### config.mk
export PLATFORM = sky130hd
export DESIGN_NAME = philox_round
export DESIGN_NICKNAME = d
export VERILOG_FILES = /design/src/rtl/philox_pkg.sv /design/src/rtl/philox_round.sv
export VERILOG_INCLUDE_DIRS = /design/src /design/src/rtl
export SDC_FILE = /design/constraint.sdc
export NUM_CORES = 2
export LEC_CHECK = 0
export BUFFER_PORTS_ARGS = -buffer_cell sky130_fd_sc_hd__buf_2
export CAP_MARGIN = 0
export CORE_UTILIZATION = 25
export CTS_BUF_LIST = sky130_fd_sc_hd__clkbuf_16
export DETAILED_ROUTE_END_ITERATION = 8
export SYNTH_ARGS = -nofsm -noshare
export SYNTH_HDL_FRONTEND = slang
export SYNTH_SLANG_ARGS = --single-unit
### constraint.sdc
create_clock -name clk -period 13.74 [get_ports clk]
set_input_delay 0.687 -clock clk [delete_from_list [all_inputs] [get_ports clk]]
set_output_delay 0.687 -clock clk [all_outputs]
set_load 0.02 [all_outputs]
### src/rtl/philox_counter_rng_core_assert.svh
// ----------------------------------------------------------------------------
// philox_counter_rng_core_assert.svh
// assertion macros shared by the generator core modules
// ----------------------------------------------------------------------------
`ifndef PHILOX_COUNTER_RNG_CORE_ASSERT_SVH
`define PHILOX_COUNTER_RNG_CORE_ASSERT_SVH

`ifndef SYNTHESIS
// same-cycle implication, checked outside reset
`define PHILOX_ASSERT_NOW(lbl, clk, rst, ante, cons, msg) \
  lbl: assert property (@(posedge clk) disable iff (rst) (ante) |-> (cons)) else $error(msg);
// next-cycle implication, checked outside reset
`define PHILOX_ASSERT_NEXT(lbl, clk, rst, ante, cons, msg) \
  lbl: assert property (@(posedge clk) disable iff (rst) (ante) |=> (cons)) else $error(msg);
`else
`define PHILOX_ASSERT_NOW(lbl, clk, rst, ante, cons, msg)
`define PHILOX_ASSERT_NEXT(lbl, clk, rst, ante, cons, msg)
`endif

`endif

### src/rtl/philox_pkg.sv
// ----------------------------------------------------------------------------
// philox_pkg
// types and constants of the philox4x32 generator core
// ----------------------------------------------------------------------------
package philox_pkg;

  typedef logic [31:0] word_t;

  // four counter or output words, word 0 in the low slot
  typedef word_t [3:0] block_t;

  // the two key words of one round
  typedef struct packed {
    word_t k0;
    word_t k1;
  } key_t;

  // round multipliers
  localparam word_t MULT_A = 32'hD2511F53;
  localparam word_t MULT_B = 32'hCD9E8D57;

  // key schedule increments
  localparam word_t WEYL_A = 32'h9E3779B9;
  localparam word_t WEYL_B = 32'hBB67AE85;

  // configuration register indexes
  localparam int unsigned CFG_INDEX_W = 1;
  typedef logic [CFG_INDEX_W-1:0] cfg_index_t;
  localparam cfg_index_t REG_KEY_LOW  = 1'b0;
  localparam cfg_index_t REG_KEY_HIGH = 1'b1;

endpackage

### src/rtl/philox_round.sv
// ----------------------------------------------------------------------------
// philox_round
// one registered philox round: two wide multiplies, key mix and word swap
// ----------------------------------------------------------------------------
`include "philox_counter_rng_core_assert.svh"

module philox_round (
  input  logic                clk,
  input  logic                rst,
  input  logic                in_valid,
  output logic                in_ready,
  input  philox_pkg::block_t  in_block,
  input  philox_pkg::key_t    round_key,
  output logic                out_valid,
  input  logic                out_ready,
  output philox_pkg::block_t  out_block
);

  logic [63:0]        prod_a;
  logic [63:0]        prod_b;
  philox_pkg::block_t block_next;

  // stage takes a request when empty or when its content moves on
  assign in_ready = !out_valid || out_ready;

  // full 64-bit products of words 0 and 2
  assign prod_a = {32'b0, philox_pkg::MULT_A} * {32'b0, in_block[0]};
  assign prod_b = {32'b0, philox_pkg::MULT_B} * {32'b0, in_block[2]};

  // key mix and swap
  always_comb begin
    block_next[0] = prod_b[63:32] ^ in_block[1] ^ round_key.k0;
    block_next[1] = prod_b[31:0];
    block_next[2] = prod_a[63:32] ^ in_block[3] ^ round_key.k1;
    block_next[3] = prod_a[31:0];
  end

  // valid bit
  always_ff @(posedge clk) begin
    if (rst) begin
      out_valid <= 1'b0;
    end else if (in_ready) begin
      out_valid <= in_valid;
    end
  end

  // stage data
  always_ff @(posedge clk) begin
    if (in_valid && in_ready) begin
      out_block <= block_next;
    end
  end

  `PHILOX_ASSERT_NEXT(a_stall_holds, clk, rst, out_valid && !out_ready, out_valid && $stable(out_block), "stalled round stage changed")
  `PHILOX_ASSERT_NOW(a_empty_ready, clk, rst, !out_valid, in_ready, "empty round stage refuses a request")
  `PHILOX_ASSERT_NEXT(a_take_fills, clk, rst, in_valid && in_ready, out_valid, "accepted request dropped")

endmodule

==> flow_metrics.env <==
export IMPL_yosysMostFrequentCell="inv_1"
export IMPL_synth_top_family_by_area="adder cells"
export IMPL_ctsResizeCount=0
export IMPL_setup_viol=0
export IMPL_slew_viol_final=0
export IMPL_final_area_um2=46100
export IMPL_start_util=0.253
export IMPL_synth_edf_count=128
export IMPL_yosys_top_cells_count="inv_1 (1242), fa_1 (805), ha_1 (804), xnor2_1 (213), a21oi_1 (147)"
export IMPL_synth_simple_area_share=0.0361
export IMPL_clock_path_buffers=2
export IMPL_coreArea_um2=163000
export IMPL_finClkSkew_ps=16.4
export IMPL_grt_use_total=0.157
export IMPL_rows=148
export IMPL_grt_max_degree=58
export IMPL_die_width_um=408
export IMPL_dpl_worst_slack_ps=5070
export IMPL_via_per_inst=4.38
export IMPL_grt_first_pass_wirelength_mm=194
export IMPL_synthTopCellsByArea="fa_1 (39%), ha_1 (24%), inv_1 (11%)"
export IMPL_yosysWarnings=0
export IMPL_cts_sinks=129
export IMPL_yosysSeqAreaShare=0.0937
export IMPL_synth_compound_area_frac=0.0629
export IMPL_pin_count=326
export IMPL_grt_overflow=0
export IMPL_syn_to_final_growth_pct=11.7
export IMPL_synthMuxAreaShare=0.000485
export IMPL_dpl_cell_count=6461
export IMPL_worstPathRequired_ps=13980
export IMPL_holdBufCountCts=0
export IMPL_fmax_mhz=121
export IMPL_syn_area_um2=41200
export IMPL_yosys_area_top_type="fa_1"
export IMPL_first_pass_iters=5
export IMPL_clk_pin_slew_worst_paths_ps=80
export IMPL_synthCells=4007
export IMPL_drive_gt1_frac=0.0908
export IMPL_rsz0062_at_grt="false"
export IMPL_yosys_register_bits=129
export IMPL_cts_tree="built"
export IMPL_path_max_fanout=7
export IMPL_cap_violations=0
export IMPL_synth_top_area_share=0.391
export IMPL_wl_per_cell_um=19.9
export IMPL_wl_mm=129
export IMPL_cp_arrival_ps=8520
export IMPL_detailroute_via_count=28400
export IMPL_die_h_um=408
export IMPL_period_minus_slack_ps=8270
export IMPL_worstSetupPathType="in -> reg"
export IMPL_ys_types=68
export IMPL_postPlaceCellArea_um2=45400
export IMPL_synth_xor_area_frac=0.0541
export IMPL_clock_root_buffer="clkbuf_16"
export IMPL_ys_flop_type="edfxtp_1"
export IMPL_numCtsBuffers=17
export IMPL_synthArstFlopShare=0
export IMPL_synthesis_nets=5812
export IMPL_drtIter0Drc=1740
export IMPL_hp_class="in -> reg"
export IMPL_drc_errors=0
export IMPL_grt_pass1_vias=31100
export IMPL_worst_pin_slew_ps=982
export IMPL_cp_start_kind="primary input"
export IMPL_outcome="completed"
export IMPL_hpwl_mm=116
export IMPL_cts_setup_buffers=0
export IMPL_clk_latency_ps=540
export IMPL_fin_tns_setup_ps=0
export IMPL_critPathCaptureType="register"
export IMPL_avgSynthCellArea_um2=10.3
export IMPL_die_area_um2=167000
export IMPL_stdcell_count=6494
export IMPL_antenna_left=0
export IMPL_gp_congestion=0.959
export IMPL_fin_nets=6110
export IMPL_antenna_found_initial=5
export IMPL_synth_fa_ha_area_frac=0.635
export IMPL_timing_final_crit_share=0.602
export IMPL_htree_num_levels=4
export IMPL_place_port_buffers=325
export IMPL_hold_viol=0
export IMPL_maxSlewHeadroom=0.340
export IMPL_setup_ws_ps=5470
-- worst max-delay path: stages --
cell	delay (ps)
buf_2	170
ha_1	430
inv_1	120
fa_1	510
inv_1	60
fa_1	510
fa_1	580
fa_1	450
fa_1	470
fa_1	510
inv_1	50
fa_1	510
inv_1	60
ha_1	380
a21oi_1	210
o21ai_0	200
or3b_2	480
a31oi_1	260
o21ai_0	330
a31oi_1	560
o21ai_1	360
xnor2_1	630
-- cell usage in the layout, fill, tap and decap left out, types with 12 or more instances in the layout --
cell type     n
inv_1      1242
fa_1        805
ha_1        804
buf_2       325
xnor2_1     213
a21oi_1     147
edfxtp_1    128
nand2_1      93
o21ai_0      77
nor2_1       64
a21o_1       50
xor2_1       42
nand4_1      41
o21bai_1     26
nand3_1      24
a31oi_1      20
clkbuf_16    17
nor3_1       16
or2_2        15
o21a_1       12
-- metrics by stage --
stage | hold WS, ps | util
after floorplan | 729 | -
after global placement | 497 | 0.278
after detailed placement | 517 | 0.278
after CTS | 221 | 0.282
after global routing | 241 | 0.282
final | 294 | 0.282
-- flip-flops by register name (all words and copies together), names as in the netlist --
register	count
out_block	128
out_valid	1
-- cell families after synthesis --
logic type | Yosys count
xor+xnor | 255
fa+ha+maj | 1609
simple gates | 306
buf+inv | 1294
flops | 129
compound gates | 412
mux | 2
-- final timing paths --
check | startpoint | slack (ps) | end | depth (start not counted)
worst max-delay path | in_block[67] | 5470 | out_block[6] | 22
worst min-delay path | rst | 290 | out_valid | 2
worst max register to register | out_valid | 11660 | out_block[46] | 3
worst min register to register | out_valid | 530 | out_valid | 2
-- layer usage --
metal | vias to the layer above | wire length, µm | global-route usage
met5 | - | 21 | 0
met4 | 4 | 2570 | 0.0360
met3 | 120 | 8320 | 0.0290
met2 | 891 | 62900 | 0.268
met1 | 14400 | 55100 | 0.204
li1 | 13000 | - | -
-- cell type report --
cell class	count	area [µm²]
Multi-Input combinational cell	2584	32500
Antenna cell	1	2.50
Fill cell	17200	117000
Timing Repair Buffer	330	1660
Tap cell	2175	2720
Clock buffer	17	425
Clock inverter	15	209
Inverter	1243	4670
Sequential cell	129	3860
Power is left out: the tool's default activity adds up to more than one toggle a clock period on the data nets, which glitch-free logic cannot reach.
