`src/rtl/philox_counter_rng_core_assert.svh`:
```
// ----------------------------------------------------------------------------
// philox_counter_rng_core_assert.svh
// assertion macros shared by the generator core modules
// ----------------------------------------------------------------------------
`ifndef PHILOX_COUNTER_RNG_CORE_ASSERT_SVH
`define PHILOX_COUNTER_RNG_CORE_ASSERT_SVH

`ifndef SYNTHESIS
// same-cycle implication, checked outside reset
`define PHILOX_ASSERT_NOW(lbl, clk, rst, ante, cons, msg) \
  lbl: assert property (@(posedge clk) disable iff (rst) (ante) |-> (cons)) else $error(msg);
// next-cycle implication, checked outside reset
`define PHILOX_ASSERT_NEXT(lbl, clk, rst, ante, cons, msg) \
  lbl: assert property (@(posedge clk) disable iff (rst) (ante) |=> (cons)) else $error(msg);
`else
`define PHILOX_ASSERT_NOW(lbl, clk, rst, ante, cons, msg)
`define PHILOX_ASSERT_NEXT(lbl, clk, rst, ante, cons, msg)
`endif

`endif

```
`src/rtl/philox_pkg.sv`:
```
// ----------------------------------------------------------------------------
// philox_pkg
// types and constants of the philox4x32 generator core
// ----------------------------------------------------------------------------
package philox_pkg;

  typedef logic [31:0] word_t;

  // four counter or output words, word 0 in the low slot
  typedef word_t [3:0] block_t;

  // the two key words of one round
  typedef struct packed {
    word_t k0;
    word_t k1;
  } key_t;

  // round multipliers
  localparam word_t MULT_A = 32'hD2511F53;
  localparam word_t MULT_B = 32'hCD9E8D57;

  // key schedule increments
  localparam word_t WEYL_A = 32'h9E3779B9;
  localparam word_t WEYL_B = 32'hBB67AE85;

  // configuration register indexes
  localparam int unsigned CFG_INDEX_W = 1;
  typedef logic [CFG_INDEX_W-1:0] cfg_index_t;
  localparam cfg_index_t REG_KEY_LOW  = 1'b0;
  localparam cfg_index_t REG_KEY_HIGH = 1'b1;

endpackage

```
`src/rtl/philox_keys.sv`:
```
// ----------------------------------------------------------------------------
// philox_keys
// key registers written through the configuration port
// ----------------------------------------------------------------------------
`include "philox_counter_rng_core_assert.svh"

module philox_keys (
  input  logic                    clk,
  input  logic                    rst,
  input  logic                    cfg_valid,
  output logic                    cfg_ready,
  input  philox_pkg::cfg_index_t  cfg_index,
  input  philox_pkg::word_t       cfg_data,
  output philox_pkg::key_t        key
);

  // writes are taken in any cycle
  assign cfg_ready = 1'b1;

  // key word registers
  always_ff @(posedge clk) begin
    if (rst) begin
      key <= '0;
    end else if (cfg_valid && cfg_ready) begin
      unique case (cfg_index)
        philox_pkg::REG_KEY_LOW:  key.k0 <= cfg_data;
        philox_pkg::REG_KEY_HIGH: key.k1 <= cfg_data;
        default: key <= key;
      endcase
    end
  end

  `PHILOX_ASSERT_NEXT(a_key_low_write, clk, rst,
    cfg_valid && cfg_ready && cfg_index == philox_pkg::REG_KEY_LOW,
    key.k0 == $past(cfg_data) && $stable(key.k1), "key low write lost")
  `PHILOX_ASSERT_NEXT(a_key_high_write, clk, rst,
    cfg_valid && cfg_ready && cfg_index == philox_pkg::REG_KEY_HIGH,
    key.k1 == $past(cfg_data) && $stable(key.k0), "key high write lost")
  `PHILOX_ASSERT_NEXT(a_key_idle_holds, clk, rst, !(cfg_valid && cfg_ready),
    $stable(key), "key changed without a write")

endmodule

```
`config.mk`:
```
export PLATFORM = sky130hd
export DESIGN_NAME = philox_keys
export DESIGN_NICKNAME = d
export VERILOG_FILES = /design/src/rtl/philox_pkg.sv /design/src/rtl/philox_keys.sv
export VERILOG_INCLUDE_DIRS = /design/src /design/src/rtl
export SDC_FILE = /design/constraint.sdc
export NUM_CORES = 1
export LEC_CHECK = 0
export ABC_AREA = 1
export ABC_CLOCK_PERIOD_IN_PS = 820
export BUFFER_PORTS_ARGS = -buffer_cell sky130_fd_sc_hd__buf_2
export CAP_MARGIN = 15
export CORE_MARGIN = 2
export CORE_UTILIZATION = 27
export CTS_CLUSTER_DIAMETER = 120
export DETAILED_ROUTE_END_ITERATION = 10
export GPL_TIMING_DRIVEN = 0
export HOLD_SLACK_MARGIN = 0.12
export PLACE_DENSITY = 0.62
export SLEW_MARGIN = 20
export SYNTH_ARGS = -nofsm -noshare
export SYNTH_HDL_FRONTEND = slang
export SYNTH_SLANG_ARGS = --single-unit
```
`constraint.sdc`:
```
create_clock -name clk -period 0.82 [get_ports clk]
set_input_delay 0.123 -clock clk [delete_from_list [all_inputs] [get_ports clk]]
set_output_delay 0.123 -clock clk [all_outputs]
set_load 0.01 [all_outputs]
```
==> flow_summary.yaml, run 1 <==
outcome:
  status: "finished with violations"
  violations: "negative setup slack"
finish:
  fin_nets: 538
  num_antenna_cells: 0
  syn_to_final_growth_pct: 68.4
  nFillCells: 882
  regMostFlops: "key"
  multiInputGateArea_um2: 986
  reg_top3: "key (64)"
  fin_area_um2: 4270
  largest_reg_flops: 64
  drive_gt1_share_pct: 41.8
  regArea_um2: 1360
setup_path:
  r2r_start: "key[19]$_SDFFE_PP0P_"
  crit_arrival_ns: 0.79
  cp-startpoint: "key[20]$_SDFFE_PP0P_"
  crit_path_start_kind: "register"
  required_ns: 0.70
  worst_path_max_delay_cell: "dfxtp_2"
  critPathTopFamily: "flip-flops"
  endpoint: "key[20]"
  path_cells: "buf_6"
  end_kind: "output port"
  critPathKind: "register to output port"
  r2r_slack_ns: 0.02
  worstReg2RegEnd: "key[19]$_SDFFE_PP0P_"
  cp_slowest_stage_delay_ns: 0.36
  cp_num_buf_inv: 1
  reg2reg_depth: 4
  critPathMaxFanout: 2
  crit_cells: 1
place:
  place_hpwl_mm: 5.30
  placed_area_um2: 3160
  numPortBuffers: 97
  place.gp.congestion: 0.805
yosys:
  synth_top_area_share_pct: 50.5
  postSynth.asyncResetShare_pct: 0
  synth_fp_nets: 390
  synth_area_leader_cell: "dfxtp_1"
  synthAdderAreaFrac_pct: 0
  synth-edff-count: 0
  synthMuxAreaShare_pct: 0
  synthFlopType: "dfxtp_1"
  synth_commonest_cells: "65 x nand2_1, 64 x dfxtp_1, 64 x nand3_1, 64 x nor2_1, 35 x inv_1"
  synth_most_common_cell: "nand2_1"
  syn_inst: 354
  ys_warn_count: 0
  yosysUniqueCellTypes: 11
  syn-cell-area_um2: 2530
  synthSimpleGateAreaFrac_pct: 32.0
  synth-compound-area-share_pct: 6.32
  avgSynthCellArea_um2: 7.16
  yosysSeqAreaShare_pct: 50.5
  synthXorXnorAreaFrac_pct: 0
  ys_seq_elements: 64
  synth_top_family_by_area: "simple AND/OR/NAND/NOR gates"
  netlist_top_cells_area: "dfxtp_1 51%, nand3_1 13%, nand2_1 9.6%, nor2_1 9.5%, a21oi_1 6.3%"
floorplanning:
  ios: 101
  die_w_um: 101
  fp.coreArea_um2: 9150
  die_area_um2: 10200
  num_rows: 35
  start_util_pct: 27.7
  die-height_um: 101
routing:
  vias_per_cell: 4.49
  ant_nets: 0
  drt-pass1-iter-count: 4
  wl_per_cell_um: 13.3
  drc_errors: 0
  routed_wl_mm: 8.21
  vias: 2774
  drt_iter0_drc: 110
cts:
  clk_pin_slew_worst_paths_ns: 0.07
  cts_root_buf: "clkbuf_8"
  insertion_delay_ns: 0.32
  tritoncts: "yes"
  cts_htree_levels: 3
  clk_path_buf_depth: 2
  cts_made_buffers: 9
  cts_sinks: 64
power:
  p_int_mw: 5.98
  p_clk_share_pct: 39.7
  power_density_nw_per_um2: 1850
  total_power_mw: 7.91
  leakagePower_nw: 2.03
  ir_drop_uv: 844
  seqPwrFrac_pct: 43.7
  power_switching_mw: 1.92
  p_sw_share_pct: 24.3
  comb_power_share_pct: 16.6
global_route:
  antenna_found_initial: 0
  grt_max_degree: 11
  grt_pass1_wl_mm: 12.8
  grt_pass1_vias: 2700
  overflow: 0
  grt_usage_pct: 16.3
timing:
  fmax_ghz: 1.09
  setup_violations: 64
  drv_slew: 0
  rsz0062_at_grt: "true"
  clock_skew_ns: 0
  period_share_pct: 112
  finalCriticalPeriod_ns: 0.915
  hold_viol: 0
  timing.final.ws_setup_ns: -0.0946
hold_path:
  hold_class: "primary input to register"
  hold_depth: 3
job:
  max-cap-violations: 0
[through the flow]
step	setup TNS, ns	hold WS, ns	instances	utilization, %	setup slack [ns]
after floorplan	-0.00747	0.275	354	-	-0.000249
after global placement	-15.02	0.398	562	34.5	-0.286
after detailed placement	-15.17	0.403	562	34.5	-0.280
after CTS	-6.23	0.126	614	46.1	-0.114
after global routing	-7.18	0.139	618	46.6	-0.134
final	-4.55	0.159	618	46.6	-0.0946
[per-layer routing]
| metal | global-route usage, % | part of all wire, % | vias up |
|---|---|---|---|
| met3 | 3.05 | 4.4 | 17 |
| met5 | 0 | 0 | - |
| li1 | - | - | 1400 |
| met4 | 8.94 | 2.7 | 0 |
| met2 | 26.5 | 49 | 90 |
| met1 | 20.4 | 44 | 1267 |
[timing repair]
item | 4_1_cts | 5_1_grt
endpoints found under the hold margin | 61 | 0
buffers inserted | 4 | 6
endpoints found under the setup margin | 64 | 67
gates resized for setup | 128 | 4
hold buffers | 32 | 0
[power groups by stage]
stage | sequential, mW | combinational [mW] | clock [mW]
CTS | 3.45 | 1.29 | 3.23
global route | 3.47 | 1.44 | 3.41
floorplan | 3.52 | 0.473 | 0
detailed placement | 3.44 | 0.962 | 0
global placement | 3.44 | 0.950 | 0
finish | 3.45 | 1.32 | 3.14
[worst min path at each step]
stage                       from              endpoint
floorplan            cfg_data[0]   key[0]$_SDFFE_PP0P_
global placement    cfg_data[25]  key[25]$_SDFFE_PP0P_
detailed placement  cfg_data[25]  key[25]$_SDFFE_PP0P_
CTS                    cfg_index   key[0]$_SDFFE_PP0P_
global route           cfg_index  key[31]$_SDFFE_PP0P_
finish                 cfg_index  key[31]$_SDFFE_PP0P_
[kinds of logic after synthesis]
group,after synthesis
compound gates,32
buf+inv,63
other cells,1
simple gates,194
flops,64
[cells in the final DEF (no fill, tap or decap)]
cell type and count:
buf_2 50, bufinv_16 2, inv_2 1, clkbuf_1 6
nand3_2 1, buf_4 15, conb_1 1, clkbuf_8 12
nor2_2 1, dlygate4sd3_1 32, dfxtp_2 64, a21oi_1 31
buf_6 64, inv_1 34, nand3_1 63, nor2_1 64
nand2_1 64, a21oi_2 1, nand2_2 1
[layout make-up]
| type | instances | area share [%] |
|---|---|---|
| Sequential cell | 64 | 31.9 |
| Timing Repair Buffer | 137 | 29.8 |
| Multi-Input combinational cell | 227 | 23.1 |
| Clock buffer | 14 | 4.04 |
| Buffer | 28 | 3.46 |
| Tap cell | 111 | 3.25 |
| Inverter | 35 | 3.08 |
| Clock inverter | 2 | 1.41 |
Power figures use the tool's default switching activity.
==> inputs of run 2 (changes only) <==
--- a/config.mk
+++ b/config.mk
@@ -8,7 +8,7 @@
 export LEC_CHECK = 0
 export ABC_AREA = 1
 export ABC_CLOCK_PERIOD_IN_PS = 820
-export BUFFER_PORTS_ARGS = -buffer_cell sky130_fd_sc_hd__buf_2
+export BUFFER_PORTS_ARGS = -buffer_cell sky130_fd_sc_hd__buf_4
 export CAP_MARGIN = 15
 export CORE_MARGIN = 2
 export CORE_UTILIZATION = 27
==> flow_summary.yaml, run 2 (synthesis results as in run 1) <==
cts:
  tritoncts: "yes"
  cts_sinks: 64
  clk_pin_slew_worst_paths_ns: 0.07
  insertion_delay_ns: 0.33
  cts_root_buf: "clkbuf_8"
  cts_htree_levels: 3
  clk_path_buf_depth: 2
  cts_made_buffers: 9
routing:
  vias_per_cell: 4.36
  drc_errors: 0
  drt_iter0_drc: 128
  wl_met1_mm: 3.71
  vias: 2717
  dr_wl_met2_mm: 3.86
  routed_wl_mm: 8.09
  wl_per_cell_um: 13.0
  drt-pass1-iter-count: 4
  highest_layer: "met4"
  ant_nets: 0
  wl_met3_um: 335
finish:
  multiInputGateArea_um2: 990
  largest_reg_flops: 64
  final_common_cell: "nand2_1"
  drive_gt1_share_pct: 42.8
  regMostFlops: "key"
  reg_top3: "key (64)"
  syn_to_final_growth_pct: 72.1
  regArea_um2: 1360
  fin_area_um2: 4360
  num_antenna_cells: 0
  fin_util_pct: 47.7
  final_cell_mix: "65 x nand2_1, 64 x nor2_1, 64 x dfxtp_2, 64 x buf_6, 61 x nand3_1"
  nFillCells: 910
  fin_nets: 543
setup_path:
  crit_path_start_kind: "register"
  required_ns: 0.70
  critPathTopFamily: "flip-flops"
  critPathMaxFanout: 2
  end_kind: "output port"
  path_cells: "buf_6"
  cp-startpoint: "key[12]$_SDFFE_PP0P_"
  cp_slowest_stage_delay_ns: 0.36
  critPathKind: "register to output port"
  crit_arrival_ns: 0.80
  cp_num_buf_inv: 1
  worst_path_max_delay_cell: "dfxtp_2"
  r2r_start: "key[17]$_SDFFE_PP0P_"
place:
  place_hpwl_mm: 5.32
  numPortBuffers: 97
  placed_area_um2: 3400
  place.gp.congestion: 0.831
  place_ws_ns: -0.255
timing:
  finalCriticalPeriod_ns: 0.919
  timing.final.ws_setup_ns: -0.0995
  rsz0062_at_grt: "true"
  fmax_ghz: 1.09
  hold_viol: 0
  drv_slew: 0
  clock_skew_ns: 0
  period_share_pct: 112
  fin_setup_tns_ns: -5.00
  setup_violations: 64
power:
  ir_drop_uv: 641
  total_power_mw: 7.59
  power_density_nw_per_um2: 1740
  leakagePower_nw: 2.09
floorplanning:
  fp.coreArea_um2: 9150
  die_area_um2: 10200
  num_rows: 35
  ios: 101
  die_w_um: 101
  start_util_pct: 27.7
  die-height_um: 101
global_route:
  grt_pass1_vias: 2508
  grt_max_degree: 11
  grt_usage_pct: 15.6
  overflow: 0
  antenna_found_initial: 0
  grt_pass1_wl_mm: 12.3
outcome:
  violations: "negative setup slack"
  status: "finished with violations"
hold_path:
  min_from: "cfg_index"
  hold_class: "primary input to register"
job:
  max-cap-violations: 0
[run 2: cell type report]
| type | count | share of cell area (%) |
|---|---|---|
| Buffer | 28 | 3.38 |
| Clock buffer | 13 | 3.64 |
| Clock inverter | 3 | 0.918 |
| Inverter | 35 | 3.01 |
| Multi-Input combinational cell | 227 | 22.7 |
| Sequential cell | 64 | 31.2 |
| Tap cell | 111 | 3.18 |
| Timing Repair Buffer | 142 | 32.0 |
[run 2: final timing paths]
| kind | endpoint | slack [ns] | depth (start not counted) |
|---|---|---|---|
| worst max-delay path | key[12] | -0.1 | 1 |
| worst min-delay path | key[0]$_SDFFE_PP0P_ | 0.15 | 3 |
| worst max register to register | key[17]$_SDFFE_PP0P_ | 0.12 | 3 |
| worst min register to register | key[15]$_SDFFE_PP0P_ | 0.47 | 2 |
[run 2: per-stage QoR]
stage	cells	hold slack, ns
floorplan	354	0.275
global placement	562	0.405
detailed placement	562	0.408
CTS	614	0.135
global route	623	0.133
finish	623	0.153
[run 2: report_power, final]
part | total, mW | switching, mW | internal (mW)
Combinational | 1.38 | 0.622 | 0.753
Sequential | 3.45 | 0.130 | 3.32
Clock | 2.77 | 1.20 | 1.56
Total | 7.59 | 1.95 | 5.64
[run 2: repair_timing]
action / 4_1_cts / 5_1_grt
gates resized for setup: 128 / 9
buffers inserted: 4 / 10
hold buffers: 32 / 0
setup endpoints to repair: 64 / 71
endpoints found under the hold margin: 63 / 0
[run 2: metal layers]
layer	track usage [%]	vias to the layer above
li1	-	1414
met1	20.9	1206
met2	24.3	84
met3	3.05	13
met4	6.96	0
met5	0	-
